$ cat config.mk
export PLATFORM = sky130hd
export DESIGN_NAME = circular_log_region_allocator
export DESIGN_NICKNAME = d
export VERILOG_FILES = /design/src/rtl/core/cla_pkg.sv /design/src/rtl/core/cla_ctrl.sv /design/src/rtl/core/cla_dp.sv /design/src/rtl/core/circular_log_region_allocator.sv
export SDC_FILE = /design/constraint.sdc
export NUM_CORES = 2
export LEC_CHECK = 0
export ABC_AREA = 0
export BUFFER_PORTS_ARGS = -buffer_cell sky130_fd_sc_hd__buf_2
export CORE_ASPECT_RATIO = 1.4
export CORE_MARGIN = 3
export CORE_UTILIZATION = 40
export CTS_CLUSTER_DIAMETER = 40
export DETAILED_ROUTE_END_ITERATION = 10
export RECOVER_POWER = 50
export SLEW_MARGIN = 20
export SYNTH_ARGS = -nofsm -noshare
export SYNTH_HDL_FRONTEND = slang
export SYNTH_SLANG_ARGS = --single-unit
$ cat constraint.sdc
create_clock -name clk -period 15.7 [get_ports clk]
set_input_delay 0.785 -clock clk [delete_from_list [all_inputs] [get_ports clk]]
set_output_delay 0.785 -clock clk [all_outputs]
set_load 0.005 [all_outputs]
$ cat src/rtl/core/cla_pkg.sv
// Shared types, codes and constants of the circular log region allocator.
package cla_pkg;

    // Field widths fixed by the interface.
    localparam int unsigned SIZE_W     = 40;
    localparam int unsigned PORT_OFF_W = 40;
    localparam int unsigned CFG_W      = 41;
    localparam int unsigned STATUS_W   = 3;

    // Default sizing of the live region table and of stored offsets.
    localparam int unsigned ENTRIES_DEF     = 64;
    localparam int unsigned OFFSET_BITS_DEF = 40;

    // Register values after reset.
    localparam logic [CFG_W-1:0]      CAPACITY_RESET    = 41'd1073741824;
    localparam logic [PORT_OFF_W-1:0] LOG_RESERVE_RESET = 40'd0;

    // Request kinds.
    localparam logic MODE_ALLOC = 1'b0;
    localparam logic MODE_FREE  = 1'b1;

    // Configuration register indexes.
    localparam logic CFG_CAPACITY    = 1'b0;
    localparam logic CFG_LOG_RESERVE = 1'b1;

    // Result status codes.
    typedef enum logic [STATUS_W-1:0] {
        STATUS_OK       = 3'd0,
        STATUS_NOSPACE  = 3'd1,
        STATUS_NOTFOUND = 3'd2,
        STATUS_EMPTY    = 3'd3,
        STATUS_FULL     = 3'd4
    } status_t;

    // Commands from the controller to the datapath.
    typedef struct packed {
        logic load;          // capture the request fields
        logic alloc_sum;     // form both candidate end offsets
        logic alloc_finish;  // decide and commit an allocation
        logic free_empty;    // finish a free on an empty table
        logic scan_init;     // reset the table scan
        logic scan_step;     // advance the table scan by one entry
        logic free_finish;   // finish a free after the scan
    } cla_cmd_t;

    // Status from the datapath to the controller.
    typedef struct packed {
        logic count_zero;
        logic scan_done;
    } cla_stat_t;

endpackage

$ cat src/rtl/core/cla_ctrl.sv
// Controller state machine of the circular log region allocator.
module cla_ctrl (
    input  logic                clk,
    input  logic                rst_n,
    input  logic                start,
    input  logic                mode,
    input  cla_pkg::cla_stat_t  stat,
    output cla_pkg::cla_cmd_t   cmd,
    output logic                busy,
    output logic                done
);
    import cla_pkg::*;

    typedef enum logic [2:0] {
        ST_IDLE,
        ST_ALLOC_SUM,
        ST_ALLOC_CHK,
        ST_FREE_START,
        ST_FREE_SCAN
    } state_t;

    state_t state_reg;
    state_t state_next;
    logic   done_reg;
    logic   done_next;

    // Next state and datapath commands.
    always_comb
    begin
        state_next = state_reg;
        done_next  = 1'b0;
        cmd        = '0;
        unique case (state_reg)
            ST_IDLE:
            begin
                if (start)
                begin
                    cmd.load   = 1'b1;
                    state_next = (mode == MODE_FREE) ? ST_FREE_START : ST_ALLOC_SUM;
                end
            end
            ST_ALLOC_SUM:
            begin
                cmd.alloc_sum = 1'b1;
                state_next    = ST_ALLOC_CHK;
            end
            ST_ALLOC_CHK:
            begin
                cmd.alloc_finish = 1'b1;
                done_next        = 1'b1;
                state_next       = ST_IDLE;
            end
            ST_FREE_START:
            begin
                if (stat.count_zero)
                begin
                    cmd.free_empty = 1'b1;
                    done_next      = 1'b1;
                    state_next     = ST_IDLE;
                end
                else
                begin
                    cmd.scan_init = 1'b1;
                    state_next    = ST_FREE_SCAN;
                end
            end
            ST_FREE_SCAN:
            begin
                if (stat.scan_done)
                begin
                    cmd.free_finish = 1'b1;
                    done_next       = 1'b1;
                    state_next      = ST_IDLE;
                end
                else
                begin
                    cmd.scan_step = 1'b1;
                end
            end
            default:
            begin
                state_next = ST_IDLE;
            end
        endcase
    end

    // State and the result strobe.
    always_ff @(posedge clk or negedge rst_n)
    begin
        if (!rst_n)
        begin
            state_reg <= ST_IDLE;
            done_reg  <= 1'b0;
        end
        else
        begin
            state_reg <= state_next;
            done_reg  <= done_next;
        end
    end

    assign busy = (state_reg != ST_IDLE);
    assign done = done_reg;

endmodule

$ cat src/rtl/core/cla_dp.sv
// Datapath of the circular log region allocator: registers, sums, table memory and results.
module cla_dp #(
    parameter int unsigned ENTRIES     = cla_pkg::ENTRIES_DEF,
    parameter int unsigned OFFSET_BITS = cla_pkg::OFFSET_BITS_DEF
) (
    input  logic                              clk,
    input  logic                              rst_n,
    input  cla_pkg::cla_cmd_t                 cmd,
    output cla_pkg::cla_stat_t                stat,
    input  logic                              cfg_we,
    input  logic                              cfg_index,
    input  logic [cla_pkg::CFG_W-1:0]         cfg_wdata,
    input  logic [cla_pkg::SIZE_W-1:0]        alloc_size,
    input  logic [cla_pkg::PORT_OFF_W-1:0]    free_offset,
    output logic [cla_pkg::STATUS_W-1:0]      status,
    output logic [cla_pkg::PORT_OFF_W-1:0]    granted_offset,
    output logic                              wrapped
);
    import cla_pkg::*;

    // Sums and limits carry one bit beyond the wider of offset and size.
    localparam int unsigned CW    = ((OFFSET_BITS > SIZE_W) ? OFFSET_BITS : SIZE_W) + 1;
    localparam int unsigned AW    = (ENTRIES > 1) ? $clog2(ENTRIES) : 1;
    localparam int unsigned CNT_W = $clog2(ENTRIES + 1);

    localparam logic [CW-1:0]    SPAN     = CW'(1) << OFFSET_BITS;
    localparam logic [CW-1:0]    CAP_RST  = CW'(CAPACITY_RESET);
    localparam logic [CW-1:0]    LIM_RST  = (CAP_RST < SPAN) ? CAP_RST : SPAN;
    localparam logic [CW-1:0]    RES_RSTW = CW'(LOG_RESERVE_RESET);
    localparam logic [CNT_W-1:0] FULL_CNT = CNT_W'(ENTRIES);

    // Configuration and allocator state.
    logic [CW-1:0]          limit_reg;
    logic [OFFSET_BITS-1:0] reserve_reg;
    logic [OFFSET_BITS-1:0] next_free_reg;
    logic [CNT_W-1:0]       count_reg;
    logic [OFFSET_BITS-1:0] head_reg;

    // Request and intermediate registers.
    logic [SIZE_W-1:0]      size_reg;
    logic [OFFSET_BITS-1:0] target_reg;
    logic [CW-1:0]          sum_a_reg;
    logic [CW-1:0]          sum_b_reg;

    // Scan registers.
    logic [CNT_W-1:0]       rd_idx_reg;
    logic                   pend_reg;
    logic [AW-1:0]          pend_idx_reg;
    logic                   found_reg;

    // Result registers.
    status_t                status_reg;
    logic [PORT_OFF_W-1:0]  granted_reg;
    logic                   wrapped_reg;

    // Table memory.
    logic [OFFSET_BITS-1:0] live_mem [ENTRIES];
    logic [OFFSET_BITS-1:0] mem_rdata_reg;
    logic                   mem_we;
    logic [AW-1:0]          mem_waddr;
    logic [OFFSET_BITS-1:0] mem_wdata;
    logic                   mem_re;

    // Combinational helpers.
    logic [CW-1:0]          cap_wide;
    logic [CW-1:0]          res_wide;
    logic [CW-1:0]          target_wide;
    logic [CW-1:0]          start_wide;
    logic                   wrap;
    logic                   nospace;
    logic                   full;
    logic                   commit;
    logic [OFFSET_BITS-1:0] start_off;
    logic [OFFSET_BITS-1:0] end_off;
    logic                   shift_wr;
    logic                   match;

    assign cap_wide    = CW'(cfg_wdata);
    assign res_wide    = CW'(cfg_wdata[PORT_OFF_W-1:0]);
    assign target_wide = CW'(free_offset);

    // Allocation decision from the registered sums.
    assign wrap      = (sum_a_reg >= limit_reg);
    assign nospace   = (sum_b_reg >= limit_reg)
                     || ((count_reg != '0) && (sum_b_reg > CW'(head_reg)));
    assign full      = (count_reg == FULL_CNT);
    assign commit    = cmd.alloc_finish && !full && !(wrap && nospace);
    assign start_off = wrap ? reserve_reg : next_free_reg;
    assign end_off   = wrap ? sum_b_reg[OFFSET_BITS-1:0] : sum_a_reg[OFFSET_BITS-1:0];
    assign start_wide = CW'(start_off);

    // The scan reads one entry a cycle; once the target is found, each later
    // entry is written back one place lower.
    assign mem_re   = cmd.scan_step && (rd_idx_reg < count_reg);
    assign match    = (mem_rdata_reg == target_reg);
    assign shift_wr = cmd.scan_step && pend_reg && found_reg;

    always_comb
    begin
        mem_we    = 1'b0;
        mem_waddr = count_reg[AW-1:0];
        mem_wdata = start_off;
        if (commit)
        begin
            mem_we = 1'b1;
        end
        else if (shift_wr)
        begin
            mem_we    = 1'b1;
            mem_waddr = pend_idx_reg - AW'(1);
            mem_wdata = mem_rdata_reg;
        end
    end

    // Table memory with a registered read port.
    always_ff @(posedge clk)
    begin
        if (mem_we)
        begin
            live_mem[mem_waddr] <= mem_wdata;
        end
        if (mem_re)
        begin
            mem_rdata_reg <= live_mem[rd_idx_reg[AW-1:0]];
        end
    end

    // Configuration registers and allocator control state.
    always_ff @(posedge clk or negedge rst_n)
    begin
        if (!rst_n)
        begin
            limit_reg     <= LIM_RST;
            reserve_reg   <= RES_RSTW[OFFSET_BITS-1:0];
            next_free_reg <= RES_RSTW[OFFSET_BITS-1:0];
            count_reg     <= '0;
            rd_idx_reg    <= '0;
            pend_reg      <= 1'b0;
            found_reg     <= 1'b0;
        end
        else
        begin
            if (cfg_we)
            begin
                unique case (cfg_index)
                    CFG_CAPACITY:
                    begin
                        limit_reg <= (cap_wide < SPAN) ? cap_wide : SPAN;
                    end
                    CFG_LOG_RESERVE:
                    begin
                        reserve_reg <= res_wide[OFFSET_BITS-1:0];
                    end
                    default:
                    begin
                        limit_reg <= limit_reg;
                    end
                endcase
            end
            if (commit)
            begin
                count_reg     <= count_reg + CNT_W'(1);
                next_free_reg <= end_off;
            end
            if (cmd.free_finish && found_reg)
            begin
                count_reg <= count_reg - CNT_W'(1);
            end
            if (cmd.scan_init)
            begin
                rd_idx_reg <= '0;
                pend_reg   <= 1'b0;
                found_reg  <= 1'b0;
            end
            else if (cmd.scan_step)
            begin
                pend_reg <= mem_re;
                if (mem_re)
                begin
                    rd_idx_reg <= rd_idx_reg + CNT_W'(1);
                end
                if (pend_reg && !found_reg && match)
                begin
                    found_reg <= 1'b1;
                end
            end
        end
    end

    // Request capture, sums, oldest entry and results.
    always_ff @(posedge clk)
    begin
        if (cmd.load)
        begin
            size_reg   <= alloc_size;
            target_reg <= target_wide[OFFSET_BITS-1:0];
        end
        if (cmd.alloc_sum)
        begin
            sum_a_reg <= CW'(next_free_reg) + CW'(size_reg);
            sum_b_reg <= CW'(reserve_reg) + CW'(size_reg);
        end
        if (cmd.scan_step)
        begin
            pend_idx_reg <= rd_idx_reg[AW-1:0];
        end
        if (mem_we && (mem_waddr == '0))
        begin
            head_reg <= mem_wdata;
        end
        if (cmd.alloc_finish)
        begin
            if (full)
            begin
                status_reg  <= STATUS_FULL;
                granted_reg <= '0;
                wrapped_reg <= 1'b0;
            end
            else if (wrap && nospace)
            begin
                status_reg  <= STATUS_NOSPACE;
                granted_reg <= '0;
                wrapped_reg <= 1'b0;
            end
            else
            begin
                status_reg  <= STATUS_OK;
                granted_reg <= start_wide[PORT_OFF_W-1:0];
                wrapped_reg <= wrap;
            end
        end
        if (cmd.free_empty)
        begin
            status_reg  <= STATUS_EMPTY;
            granted_reg <= '0;
            wrapped_reg <= 1'b0;
        end
        if (cmd.free_finish)
        begin
            status_reg  <= found_reg ? STATUS_OK : STATUS_NOTFOUND;
            granted_reg <= '0;
            wrapped_reg <= 1'b0;
        end
    end

    assign stat.count_zero = (count_reg == '0);
    assign stat.scan_done  = (rd_idx_reg == count_reg) && !pend_reg;

    assign status         = status_reg;
    assign granted_offset = granted_reg;
    assign wrapped        = wrapped_reg;

endmodule

$ cat src/rtl/core/circular_log_region_allocator.sv
// Top level of the circular log region allocator.
//
// Requests are commands: a request is taken at a rising edge with start high
// and busy low. mode selects allocate (alloc_size bytes) or free (the region
// starting at free_offset). Each request gives exactly one result transfer:
// status, granted_offset and wrapped are valid for the single cycle in which
// done is high, and the receiver cannot hold them off.
// An allocate forms both candidate end offsets in ALLOC_SUM and decides in
// ALLOC_CHK. A free on an empty table finishes in FREE_START; any other free
// scans the table in FREE_SCAN, reading one entry a cycle through the table
// memory's read port and writing later entries one place lower behind the
// match through its write port.
// busy falls together with done, so a new request may be taken in the cycle
// its predecessor's result is shown. Configuration writes (cfg_we,
// cfg_index, cfg_wdata) take effect at once; the user must make them only
// while the block is idle (unenforced). Reset clears the table and sets the
// bump pointer to the reset log reserve; no clearing pass is needed.
module circular_log_region_allocator #(
    parameter int unsigned ENTRIES     = cla_pkg::ENTRIES_DEF,
    parameter int unsigned OFFSET_BITS = cla_pkg::OFFSET_BITS_DEF
) (
    input  logic                              clk,
    input  logic                              rst_n,
    input  logic                              start,
    output logic                              busy,
    input  logic                              mode,
    input  logic [cla_pkg::SIZE_W-1:0]        alloc_size,
    input  logic [cla_pkg::PORT_OFF_W-1:0]    free_offset,
    output logic                              done,
    output logic [cla_pkg::STATUS_W-1:0]      status,
    output logic [cla_pkg::PORT_OFF_W-1:0]    granted_offset,
    output logic                              wrapped,
    input  logic                              cfg_we,
    input  logic                              cfg_index,
    input  logic [cla_pkg::CFG_W-1:0]         cfg_wdata
);
    import cla_pkg::*;

    cla_cmd_t  cmd;
    cla_stat_t stat;

    // Sequencing of each request.
    cla_ctrl u_ctrl (
        .clk   (clk),
        .rst_n (rst_n),
        .start (start),
        .mode  (mode),
        .stat  (stat),
        .cmd   (cmd),
        .busy  (busy),
        .done  (done)
    );

    // Pointer arithmetic, live region table and result registers.
    cla_dp #(
        .ENTRIES     (ENTRIES),
        .OFFSET_BITS (OFFSET_BITS)
    ) u_dp (
        .clk            (clk),
        .rst_n          (rst_n),
        .cmd            (cmd),
        .stat           (stat),
        .cfg_we         (cfg_we),
        .cfg_index      (cfg_index),
        .cfg_wdata      (cfg_wdata),
        .alloc_size     (alloc_size),
        .free_offset    (free_offset),
        .status         (status),
        .granted_offset (granted_offset),
        .wrapped        (wrapped)
    );

`ifndef SYNTHESIS
    // A result only follows a request in progress, and ends it.
    a_done_after_busy: assert property (@(posedge clk) disable iff (!rst_n)
        done |-> ($past(busy) && !busy))
        else $error("result strobe without a request in progress");

    // Work only begins on a taken request.
    a_busy_from_start: assert property (@(posedge clk) disable iff (!rst_n)
        $rose(busy) |-> $past(start))
        else $error("busy rose without a request");

    // Only a successful allocation may report a wrap.
    a_wrap_is_ok: assert property (@(posedge clk) disable iff (!rst_n)
        (done && wrapped) |-> (status == STATUS_OK))
        else $error("wrap reported on a failed request");

    // A failed request grants nothing.
    a_fail_no_grant: assert property (@(posedge clk) disable iff (!rst_n)
        (done && (status != STATUS_OK)) |-> (granted_offset == '0))
        else $error("offset granted on a failed request");
`endif

endmodule
==> flow_summary_export.csv <==
group,metric,value,unit
placed_design,place_area,127000,um2
timing,finalHoldViolCount,0,
logic_synthesis,synthFlopType,"edfxtp_1",
logic_synthesis,ys_seq_area_frac,0.739,
logic_synthesis,ys_ff_latch,2993,
floorplanning,ios,173,
logic_synthesis,synth_area_per_cell,20.8,um2
drt,wl,324,mm
clock_tree,cts_tree,"yes",
timing,slew_headroom,-2.97,
layout,largest_reg_flops,2560,
power_and_ir_drop,powerDensity,188,nW/um2
layout,num-nets-final,6513,
global_route,track_usage,0.209,
global_route,antenna_found_initial,16,
setup_path,path_cells,"ha_1 > a21o_1 > a21oi_1 > o21ai_0 > a21oi_1 > o311ai_0 > a21o_4 > clkbuf_1 > clkbuf_1 > mux2i_1 > a21oi_4 > buf_4",
setup_path,endpoint_kind,"flip-flop",
logic_synthesis,syn-instance-count,5783,
logic_synthesis,synth_warnings,0,
placed_design,globalplace.congestion,0.938,
global_route,grt_max_degree,143,
min_path,min_from,"free_offset[33]",
clock_tree,cts_sinks,2993,
floorplanning,num_rows,237,
timing,worst_pin_slew,5960,ps
clock_tree,hold_buffers,0,
power_and_ir_drop,power,0.0256,W
setup_path,r2r_start,"u_dp.sum_a_reg[1]$_DFFE_PP_",
floorplanning,die_area,307000,um2
timing,slew_viol_final,3562,
clock_tree,cts_buffers,306,
logic_synthesis,ys_types,72,
setup_path,cp-start-kind,"flip-flop",
setup_path,cp_data_arrival_time,10890,ps
setup_path,path_buf_inv,3,
run,maxCapViolations,94,
global_route,overflow,0,
setup_path,r2r_slack,5350,ps
floorplanning,coreArea,298000,um2
drt,dr.pass1.iters,5,
power_and_ir_drop,leakagePower,43.6,nW
setup_path,reg2reg_depth,12,
clock_tree,ctsHtreeMaxLevel,5,
floorplanning,start_util,0.403,
timing,period_share,0.660,
clock_tree,cts_buffer_depth,4,
layout,drive_gt1_frac,0.251,
layout,area_growth,13.4,%
setup_path,critPathTopFamily,"buffers and inverters",
clock_tree,clk_latency,860,ps
setup_path,critPathMaxFanout,65,
timing,fin_setup_tns,0,ps
layout,design_area,136000,um2
floorplanning,chipHeight,654,um
clock_tree,clk_pin_slew_worst_paths,70,ps
timing,setup_violations,0,
clock_tree,cts_resized,0,
global_route,grt_pass1_vias,61500,
timing,fmax,96.6,MHz
drt,via_count,59600,
setup_path,worstReg2RegEnd,"u_dp.live_mem[42][23]$_DFFE_PP_",
global_route,grt_first_pass_wirelength,460,mm
min_path,hold_class,"in2reg",
layout,largest_register,"u_dp.live_mem",
placed_design,dp_slack,9710,ps
min_path,holdPathEnd,"u_dp.target_reg[33]$_DFFE_PP_",
clock_tree,clk_root_buffer_cell,"clkbuf_16",
run_status,status,"complete, but fails checks",
logic_synthesis,async_flop_share,0.0471,
drt,drcViolationCount,0,
setup_path,critical_path_required,16230,ps
logic_synthesis,synth_fp_nets,6129,
drt,routedWlPerCell,31.3,um
setup_path,crit_type,"reg2reg",
placed_design,place_hpwl,207,mm
min_path,hold_depth,1,
logic_synthesis,syn-cell-area,120000,um2
drt,detail-route-antenna-nets,0,
timing,skew,61.1,ps
drt,vias_per_cell,5.76,
floorplanning,die_x,469,um
run_status,violations,"capacitance limit, slew limit",
setup_path,crit_slowest_cell,"clkbuf_1",
timing,fin_crit,10350,ps
timing,fin_ws,5350,ps
placed_design,io_buffers,172,
timing,rsz0062_at_grt,"false",
setup_path,worst_path_largest_cell_delay,2720,ps
logic_synthesis,synth-edff-count,2811,
clock_tree,cts_setup_buffers,0,
power_and_ir_drop,ir_drop,0.000124,V
drt,drt-initial-drc-count,6292,
power breakdown:
part	total [W]	leakage (nW)	internal [W]	switching, W
registers	0.0111	27.6	0.0108	0.000365
clock network	0.00724	4.83	0.00413	0.00311
logic	0.00725	11.2	0.00255	0.00470
total	0.0256	43.6	0.0174	0.00817
metal layers:
| layer | up-vias | part of all wire | track usage | routed length (um) |
|---|---|---|---|---|
| met5 | - | 0.00018 | 0 | 57 |
| met4 | 10 | 0.046 | 0.0802 | 14900 |
| met3 | 515 | 0.053 | 0.0246 | 17300 |
| met2 | 2143 | 0.51 | 0.360 | 165000 |
| met1 | 32200 | 0.39 | 0.272 | 127000 |
| li1 | 24700 | - | - | - |
layout make-up:
class	count	area, um2
timing repair buffer	343	1830
fill	25100	162000
sequential	2993	88800
tap	3943	4930
clock inverter	188	1860
inverter	130	488
clock buffer	349	8000
multi-input combinational	2393	30400
antenna	11	27.5
placed cells by master (no fill, tap or decap), types with 11 or more instances in the layout:
master / instances
xnor2_1: 84
clkbuf_1: 188
mux2i_1: 87
buf_4: 74
a21oi_1: 120
nor2_1: 106
clkbuf_16: 314
inv_6: 30
clkinv_1: 48
a211oi_1: 16
nand4_1: 50
nand3_1: 20
o21ai_0: 182
dfrtp_1: 137
a31oi_1: 12
clkinv_4: 17
nor3_2: 29
clkinv_2: 42
xor2_1: 34
dfxtp_1: 41
a21o_1: 79
ha_1: 216
o21a_1: 12
nor2b_1: 15
inv_1: 130
buf_2: 107
a21oi_4: 33
diode_2: 11
mux2_2: 41
o21bai_1: 13
edfxtp_1: 2811
bufinv_16: 26
nand2_1: 203
nand2b_1: 52
mux4_2: 840
nor3_1: 51
cell usage after synthesis, drive strengths merged (53+ instances only):
cell,instances,area (um2)
nand2b,53,332
edfxtp,2811,84400
xnor2,84,736
a21o,81,609
o21ai,182,915
mux2i,87,871
nor3,80,400
buf,81,325
clkbuf,186,698
ha,216,2700
a21oi,154,778
nor2,106,400
inv,130,488
nand2,204,766
mux4,840,18900
dfrtp,140,3500
cell families (layout without fill, tap and decap cells):
kind of cell,count (synthesis),in the layout,share of synthesized area
AO/OA/AOI/OAI,526,526,0.0265
adder cells (fa/ha/maj),219,219,0.0230
AND/OR/NAND/NOR,562,562,0.0220
XOR/XNOR,118,118,0.00860
flip-flops,2993,2993,0.739
buffers and inverters,397,1010,0.0126
multiplexers,968,968,0.169
other,0,11,0
stage by stage:
stage	utilization	hold WS, ps	std cells
floorplan	-	449	5783
global placement	0.426	432	9800
global route	0.457	65.9	10300
finish	0.457	100	10400
CTS	0.459	26.8	10300
detailed placement	0.426	444	9801
how the worst max path moves through the flow:
stage / depth (start not counted) / endpoint / slack, ps / start
4_1_cts: 12 / u_dp.live_mem[30][17]$_DFFE_PP_ / 9650 / u_dp.sum_a_reg[1]$_DFFE_PP_
3_3_place_gp: 12 / u_dp.live_mem[28][19]$_DFFE_PP_ / 9420 / u_dp.sum_a_reg[1]$_DFFE_PP_
6_report: 12 / u_dp.live_mem[42][23]$_DFFE_PP_ / 5350 / u_dp.sum_a_reg[1]$_DFFE_PP_
3_5_place_dp: 12 / u_dp.live_mem[20][29]$_DFFE_PP_ / 9710 / u_dp.sum_a_reg[1]$_DFFE_PP_
2_1_floorplan: 2 / u_dp.sum_a_reg[0]$_DFFE_PP_ / 8520 / u_ctrl.state_reg[0]$_DFFE_PN0P_
5_1_grt: 10 / u_dp.live_mem[39][5]$_DFFE_PP_ / 4860 / u_dp.sum_a_reg[3]$_DFFE_PP_
No activity file was read; power rests on OpenSTA's default activity.
